--- src/rtl/sdcf_pkg.sv ---
`timescale 1ns / 1ps
// shared types, constants and the crc7 byte update for the sd spi command framer
// no dependencies
package sdcf_pkg;

    localparam int BYTE_W     = 8;
    localparam int ARG_W      = 32;
    localparam int CRC_W      = 7;
    localparam int BEAT_W     = 3;
    localparam int S_TDATA_W  = 48;

    localparam logic [CRC_W-1:0]  CRC7_POLY        = 7'h09;
    localparam logic [BYTE_W-1:0] IDLE_BYTE        = 8'hFF;
    localparam logic [BYTE_W-1:0] POLL_LIMIT_RESET = 8'd100;

    typedef enum logic [0:0]
    {
        ACT_ISSUE   = 1'b0,
        ACT_RX_BYTE = 1'b1
    } action_t;

    typedef enum logic [1:0]
    {
        KIND_TX       = 2'd0,
        KIND_RESPONSE = 2'd1,
        KIND_TIMEOUT  = 2'd2
    } kind_t;

    typedef enum logic [BEAT_W-1:0]
    {
        BEAT_FLUSH = 3'd0,
        BEAT_CMD   = 3'd1,
        BEAT_ARG3  = 3'd2,
        BEAT_ARG2  = 3'd3,
        BEAT_ARG1  = 3'd4,
        BEAT_ARG0  = 3'd5,
        BEAT_CRC   = 3'd6,
        BEAT_POLL  = 3'd7
    } beat_t;

    // msb-first crc7 update with one byte, generator x^7 + x^3 + 1
    function automatic logic [CRC_W-1:0] crc7_feed(input logic [CRC_W-1:0] crc,
                                                   input logic [BYTE_W-1:0] data);
        logic [CRC_W-1:0] c;
        logic             fb;
        c = crc;
        for (int i = BYTE_W - 1; i >= 0; i--)
        begin
            fb = data[i] ^ c[CRC_W-1];
            c  = {c[CRC_W-2:0], 1'b0};
            if (fb)
            begin
                c = c ^ CRC7_POLY;
            end
        end
        return c;
    endfunction

endpackage

--- src/rtl/sd_spi_command_framer_crc7_top.sv ---
`timescale 1ns / 1ps
// sd spi-mode command framer: crc7 framing, response polling and timeout
// depends on sdcf_pkg
//
// usage
//   s_* stream takes items: tuser selects issue (0) or received card byte (1)
//   an issue transfer yields eight transmit bytes on m_*: 0xff flush, command,
//   argument msb first, crc7 with end bit, 0xff poll; tlast marks the poll byte
//   a received byte while waiting gives a response, another poll or a timeout,
//   each as one transfer with tlast set; received bytes while idle are dropped
//   cfg_* writes poll_limit, the count of extra polls before a timeout
// timing
//   first result reaches m_* through the input register and then the output register
//   an issue occupies the framer until its poll byte is sent, one byte per cycle
//   into the output register while m_* is not stalled; received bytes are taken one
//   per cycle likewise, and the crc is accumulated one byte per cycle while the frame goes out
// reset and stall
//   reset clears the output valid and returns to idle with poll_limit 100
//   while m_tready is low the output holds and the next input waits in the
//   input register; s_tready drops once that register is full
module sd_spi_command_framer_crc7_top
    import sdcf_pkg::*;
(
    input  logic                 clk,
    input  logic                 rst_n,
    input  logic                 s_tvalid,
    output logic                 s_tready,
    input  logic [S_TDATA_W-1:0] s_tdata,   // command_byte[7:0], argument[39:8], rx_byte[47:40]
    input  logic                 s_tuser,   // action
    output logic                 m_tvalid,
    input  logic                 m_tready,
    output logic [BYTE_W-1:0]    m_tdata,   // data_byte[7:0]
    output logic [1:0]           m_tuser,   // kind[1:0]
    output logic                 m_tlast,
    input  logic                 cfg_valid,
    output logic                 cfg_ready,
    input  logic [BYTE_W-1:0]    cfg_data   // poll_limit[7:0]
);

    // input register
    logic              work_valid_reg;
    action_t           action_reg;
    logic [BYTE_W-1:0] cmd_reg;
    logic [ARG_W-1:0]  arg_reg;
    logic [BYTE_W-1:0] rx_reg;
    beat_t             beat_reg, beat_next;

    // block state
    logic [BYTE_W-1:0] poll_limit_reg;
    logic [CRC_W-1:0]  crc_reg, crc_next;
    logic              awaiting_reg, awaiting_next;
    logic [BYTE_W-1:0] polls_left_reg, polls_left_next;

    // output register
    logic              m_tvalid_reg, m_tvalid_next;
    logic [BYTE_W-1:0] m_tdata_reg, m_tdata_next;
    kind_t             m_kind_reg, m_kind_next;
    logic              m_tlast_reg, m_tlast_next;

    logic              out_free;
    logic              drop;
    logic              step;
    logic              final_beat;
    logic              in_xfer;
    logic [BYTE_W-1:0] frame_byte;

    assign out_free   = !m_tvalid_reg || m_tready;
    assign drop       = (action_reg == ACT_RX_BYTE) && !awaiting_reg;
    assign step       = work_valid_reg && (out_free || drop);
    assign final_beat = step && ((action_reg == ACT_RX_BYTE) || (beat_reg == BEAT_POLL));
    assign s_tready   = !work_valid_reg || final_beat;
    assign in_xfer    = s_tvalid && s_tready;
    assign cfg_ready  = 1'b1;

    assign m_tvalid = m_tvalid_reg;
    assign m_tdata  = m_tdata_reg;
    assign m_tuser  = m_kind_reg;
    assign m_tlast  = m_tlast_reg;

    always_comb
    begin
        case (beat_reg)
            BEAT_FLUSH: frame_byte = IDLE_BYTE;
            BEAT_CMD:   frame_byte = cmd_reg;
            BEAT_ARG3:  frame_byte = arg_reg[31:24];
            BEAT_ARG2:  frame_byte = arg_reg[23:16];
            BEAT_ARG1:  frame_byte = arg_reg[15:8];
            BEAT_ARG0:  frame_byte = arg_reg[7:0];
            BEAT_CRC:   frame_byte = {crc_reg, 1'b1};
            BEAT_POLL:  frame_byte = IDLE_BYTE;
            default:    frame_byte = IDLE_BYTE;
        endcase
    end

    always_comb
    begin
        beat_next       = beat_reg;
        crc_next        = crc_reg;
        awaiting_next   = awaiting_reg;
        polls_left_next = polls_left_reg;
        m_tvalid_next   = m_tvalid_reg && !m_tready;
        m_tdata_next    = m_tdata_reg;
        m_kind_next     = m_kind_reg;
        m_tlast_next    = m_tlast_reg;

        if (step && !drop)
        begin
            m_tvalid_next = 1'b1;
            m_tlast_next  = 1'b1;
            if (action_reg == ACT_ISSUE)
            begin
                m_kind_next  = KIND_TX;
                m_tdata_next = frame_byte;
                m_tlast_next = (beat_reg == BEAT_POLL);
                beat_next    = beat_t'(beat_reg + 3'd1);
                if (beat_reg == BEAT_CMD)
                begin
                    crc_next = crc7_feed('0, frame_byte);
                end
                else if (beat_reg == BEAT_ARG3 || beat_reg == BEAT_ARG2 ||
                         beat_reg == BEAT_ARG1 || beat_reg == BEAT_ARG0)
                begin
                    crc_next = crc7_feed(crc_reg, frame_byte);
                end
                if (beat_reg == BEAT_POLL)
                begin
                    awaiting_next   = 1'b1;
                    polls_left_next = poll_limit_reg;
                end
            end
            else if (rx_reg != IDLE_BYTE)
            begin
                m_kind_next   = KIND_RESPONSE;
                m_tdata_next  = rx_reg;
                awaiting_next = 1'b0;
            end
            else if (polls_left_reg != '0)
            begin
                m_kind_next     = KIND_TX;
                m_tdata_next    = IDLE_BYTE;
                polls_left_next = polls_left_reg - 8'd1;
            end
            else
            begin
                m_kind_next   = KIND_TIMEOUT;
                m_tdata_next  = IDLE_BYTE;
                awaiting_next = 1'b0;
            end
        end
    end

    always_ff @(posedge clk or negedge rst_n)
    begin
        if (!rst_n)
        begin
            work_valid_reg <= 1'b0;
            beat_reg       <= BEAT_FLUSH;
            poll_limit_reg <= POLL_LIMIT_RESET;
            crc_reg        <= '0;
            awaiting_reg   <= 1'b0;
            polls_left_reg <= '0;
            m_tvalid_reg   <= 1'b0;
        end
        else
        begin
            if (in_xfer)
            begin
                work_valid_reg <= 1'b1;
            end
            else if (final_beat)
            begin
                work_valid_reg <= 1'b0;
            end
            if (cfg_valid && cfg_ready)
            begin
                poll_limit_reg <= cfg_data;
            end
            beat_reg       <= beat_next;
            crc_reg        <= crc_next;
            awaiting_reg   <= awaiting_next;
            polls_left_reg <= polls_left_next;
            m_tvalid_reg   <= m_tvalid_next;
        end
    end

    // payload registers
    always_ff @(posedge clk)
    begin
        if (in_xfer)
        begin
            action_reg <= action_t'(s_tuser);
            cmd_reg    <= s_tdata[7:0];
            arg_reg    <= s_tdata[39:8];
            rx_reg     <= s_tdata[47:40];
        end
        m_tdata_reg <= m_tdata_next;
        m_kind_reg  <= m_kind_next;
        m_tlast_reg <= m_tlast_next;
    end

    // response and timeout are always the single, last result of their item
    a_single_result_last: assert property (@(posedge clk) disable iff (!rst_n)
        (m_tvalid_reg && m_kind_reg != KIND_TX) |-> m_tlast_reg)
        else $error("response or timeout without tlast");

    // leaving the wait state always comes with a response or timeout transfer
    a_wait_exit: assert property (@(posedge clk) disable iff (!rst_n)
        $fell(awaiting_reg) |->
            (m_tvalid_reg && (m_kind_reg == KIND_RESPONSE || m_kind_reg == KIND_TIMEOUT)))
        else $error("wait ended without response or timeout");

    // the frame counter only runs inside an issue item
    a_beat_in_issue: assert property (@(posedge clk) disable iff (!rst_n)
        (beat_reg != BEAT_FLUSH) |-> (work_valid_reg && action_reg == ACT_ISSUE))
        else $error("frame counter running outside an issue");

endmodule

--- config.mk ---
export PLATFORM = sky130hd
export DESIGN_NAME = sd_spi_command_framer_crc7_top
export DESIGN_NICKNAME = d
export VERILOG_FILES = /design/src/rtl/sdcf_pkg.sv /design/src/rtl/sd_spi_command_framer_crc7_top.sv
export SDC_FILE = /design/constraint.sdc
export NUM_CORES = 1
export LEC_CHECK = 0
export BUFFER_PORTS_ARGS = -buffer_cell sky130_fd_sc_hd__buf_4
export CAP_MARGIN = 40
export CORE_UTILIZATION = 50
export DETAILED_ROUTE_END_ITERATION = 6
export GPL_ROUTABILITY_DRIVEN = 0
export GPL_TIMING_DRIVEN = 0
export HOLD_SLACK_MARGIN = 0.05
export PLACE_DENSITY = 0.73
export SYNTH_ARGS = -nofsm -noshare
export SYNTH_HDL_FRONTEND = slang
export SYNTH_SLANG_ARGS = --single-unit
--- constraint.sdc ---
create_clock -name clk -period 4 [get_ports clk]
set_input_delay 0.8 -clock clk [delete_from_list [all_inputs] [get_ports clk]]
set_output_delay 0.8 -clock clk [all_outputs]
set_load 0.03 [all_outputs]
==> results.toml <==
[yosys]
yosysMostFrequentCell = "edfxtp_1"
netlist_area_um2 = 4090
synth_edf_count = 60
avgSynthCellArea_um2 = 12.7
ys.flop_type = "edfxtp_1"
yosys-top-cells-area = "edfxtp_1 44%, dfrtp_1 16%, mux2_2 3.6%, nand2_1 3.2%, ha_1 2.4%"
yosysTopAreaCell = "edfxtp_1"
syn-instance-count = 322
synthArstFlopShare = 0.326
synth_top_area_share = 0.440
synth_cell_types = 54
syn-num-nets = 392
ys_seq_elements = 89
yosysWarnings = 0
synth_common_cells = "60 x edfxtp_1, 35 x nand2_1, 26 x dfrtp_1"
seq_area_frac_synth = 0.618

[clocking]
tritoncts = "yes"
cts_resized = 0
clk_pin_slew_ps = 100
hold_buffers = 0
postCtsSetupRepairBufs = 0
cts.sink_count = 89
cts-htree-levels = 3
cts.path.max_buffers = 2
cts_root_buf = "clkbuf_8"
insertion_delay_ps = 370
numCtsBuffers = 9

[timing]
period_needed_ps = 3710
final_hold_viol_count = 0
clock_skew_ps = 16.2
setup_ws_ps = 294
setup_tns_ps = 0
setup_viol = 0
rsz0062_at_grt = "no"
fin_hold_ws_ps = 339
fmax_ghz = 0.270
fin_crit_sh = 0.926
worst_pin_slew_ps = 791
slew_violations = 0
maxSlewHeadroom = 0.468

[global_routing]
grt_usage = 0.203
grt_pass1_wl_um = 13300
antenna_found_initial = 0
grt_max_degree = 39
grt_overflow_total = 0
first_global_vias = 2812

[placed_design]
io_buffers = 73
dpl_cell_area_um2 = 4800
post-place-ws_ps = 362
dp_cells = 499
hpwl_um = 5790

[critical_path]
critPathMaxStageDelay_ps = 510
cp_max_fo = 10
path_class = "reg2reg"
critPathLaunchType = "flop"
cp.required_ps = 4300
cpMaxStageDelayCell = "xnor3_1"
crit_chain = "buf_2 -> buf_1 -> inv_1 -> ha_1 -> buf_6 -> or3_1 -> buf_2 -> or2_0 -> buf_6 -> a31oi_4 -> xnor3_1 -> mux2_1 -> nand4_1"
cp.arrival_ps = 4000
end_kind = "flop"

[final_layout]
fill_cells = 596
multi_input_area_um2 = 1440
seqCellArea_um2 = 2530
final_cells = 515
nNetsFinal = 478
largest_reg_flops = 32
postLayoutCoreUtil = 0.640
layout-drive-gt1-share = 0.298
antenna-diode-count = 0
syn_to_final_growth_pct = 22.1
stdcell_area_um2 = 5000

[drt]
drt_iter0_markers = 192
routed_wl_um = 8010
ant_nets = 0
drt-pass1-iter-count = 4
drc = 0
via_per_inst = 5.40
wl_per_cell_um = 15.5
vias = 2781

[hold_path]
min_path_type = "in2async"

[power]
p_per_area_nw_per_um2 = 793
power_leakage_nw = 2.04
vdd_drop_max_mv = 0.317
finalPower_mw = 3.96

[floorplan]
fp.dieArea_um2 = 8550
die_w_um = 92.5
fp.dieH_um = 92.5
core_um2 = 7810
io_pins = 76
placementRows = 32
start_util = 0.524

[status]
status = "finished clean"

[job]
drv_cap = 0
## routing by layer
layer,track usage,up-vias,part of all wire,wire length [um]
li1,-,1356,-,-
met1,0.272,1320,0.45,3620
met2,0.335,99,0.48,3800
met3,0.0419,6,0.067,534
met4,0.0599,0,0.0060,48
met5,0,-,0,0
## critical path: cells and delay by family, from the launching register on
kind	cells	cell delay, ps
multiplexers	1	330
flip-flops	1	450
adder cells (fa/ha/maj)	1	240
buffers and inverters	6	1290
XOR/XNOR	1	510
AND/OR/NAND/NOR	3	590
AO/OA/AOI/OAI	1	230
## report_power, final
| part | switching [mW] | internal, mW | leakage (nW) |
|---|---|---|---|
| registers | 0.123 | 1.21 | 0.922 |
| logic | 1.08 | 0.914 | 1.02 |
| clock network | 0.336 | 0.294 | 0.0966 |
## area by class of cell
type                            count  area share
Sequential cell                    89       0.507
Buffer                             16      0.0165
Inverter                           10     0.00751
Tap cell                          102      0.0255
Timing Repair Buffer               75       0.115
Multi-Input combinational cell    207       0.289
Clock inverter                      7      0.0153
Clock buffer                        9      0.0248
## final timing paths
kind,depth (start not counted),endpoint,start,slack (ps)
max in group asynchronous,1,poll_limit_reg[6],rst_n,3340
worst min register to register,1,poll_limit_reg[4],poll_limit_reg[4],530
min in group clk,1,poll_limit_reg[4],poll_limit_reg[4],530
worst max-delay path,13,crc_reg[3],beat_reg[2],290
worst min-delay path,1,poll_limit_reg[1],rst_n,340
worst max register to register,13,crc_reg[3],beat_reg[2],290
## layout by cell type (no fill, tap or decap), types with 4 or more instances in the layout
cell,count
clkbuf_1,8
inv_1,10
mux2_2,13
buf_4,75
nand2b_1,5
xor2_1,11
nand4_1,4
clkbuf_8,9
a21o_1,5
dfrtp_1,26
a222oi_1,5
nor3_1,9
nor2_1,8
xnor2_1,11
o22ai_1,6
nand2_1,35
edfxtp_1,60
o21ai_0,14
a21oi_1,12
ha_1,8
nand3_1,7
o21ai_1,7
mux2i_1,5
## kinds of logic after synthesis
| logic type | count (synthesis) | synth area share |
|---|---|---|
| AO/OA/AOI/OAI | 68 | 0.117 |
| XOR/XNOR | 23 | 0.0526 |
| adder cells (fa/ha/maj) | 8 | 0.0245 |
| buffers and inverters | 26 | 0.0293 |
| flip-flops | 89 | 0.618 |
| multiplexers | 19 | 0.0507 |
| other | 1 | 0.000916 |
| AND/OR/NAND/NOR | 88 | 0.106 |
No activity file was read; power rests on OpenSTA's default activity.
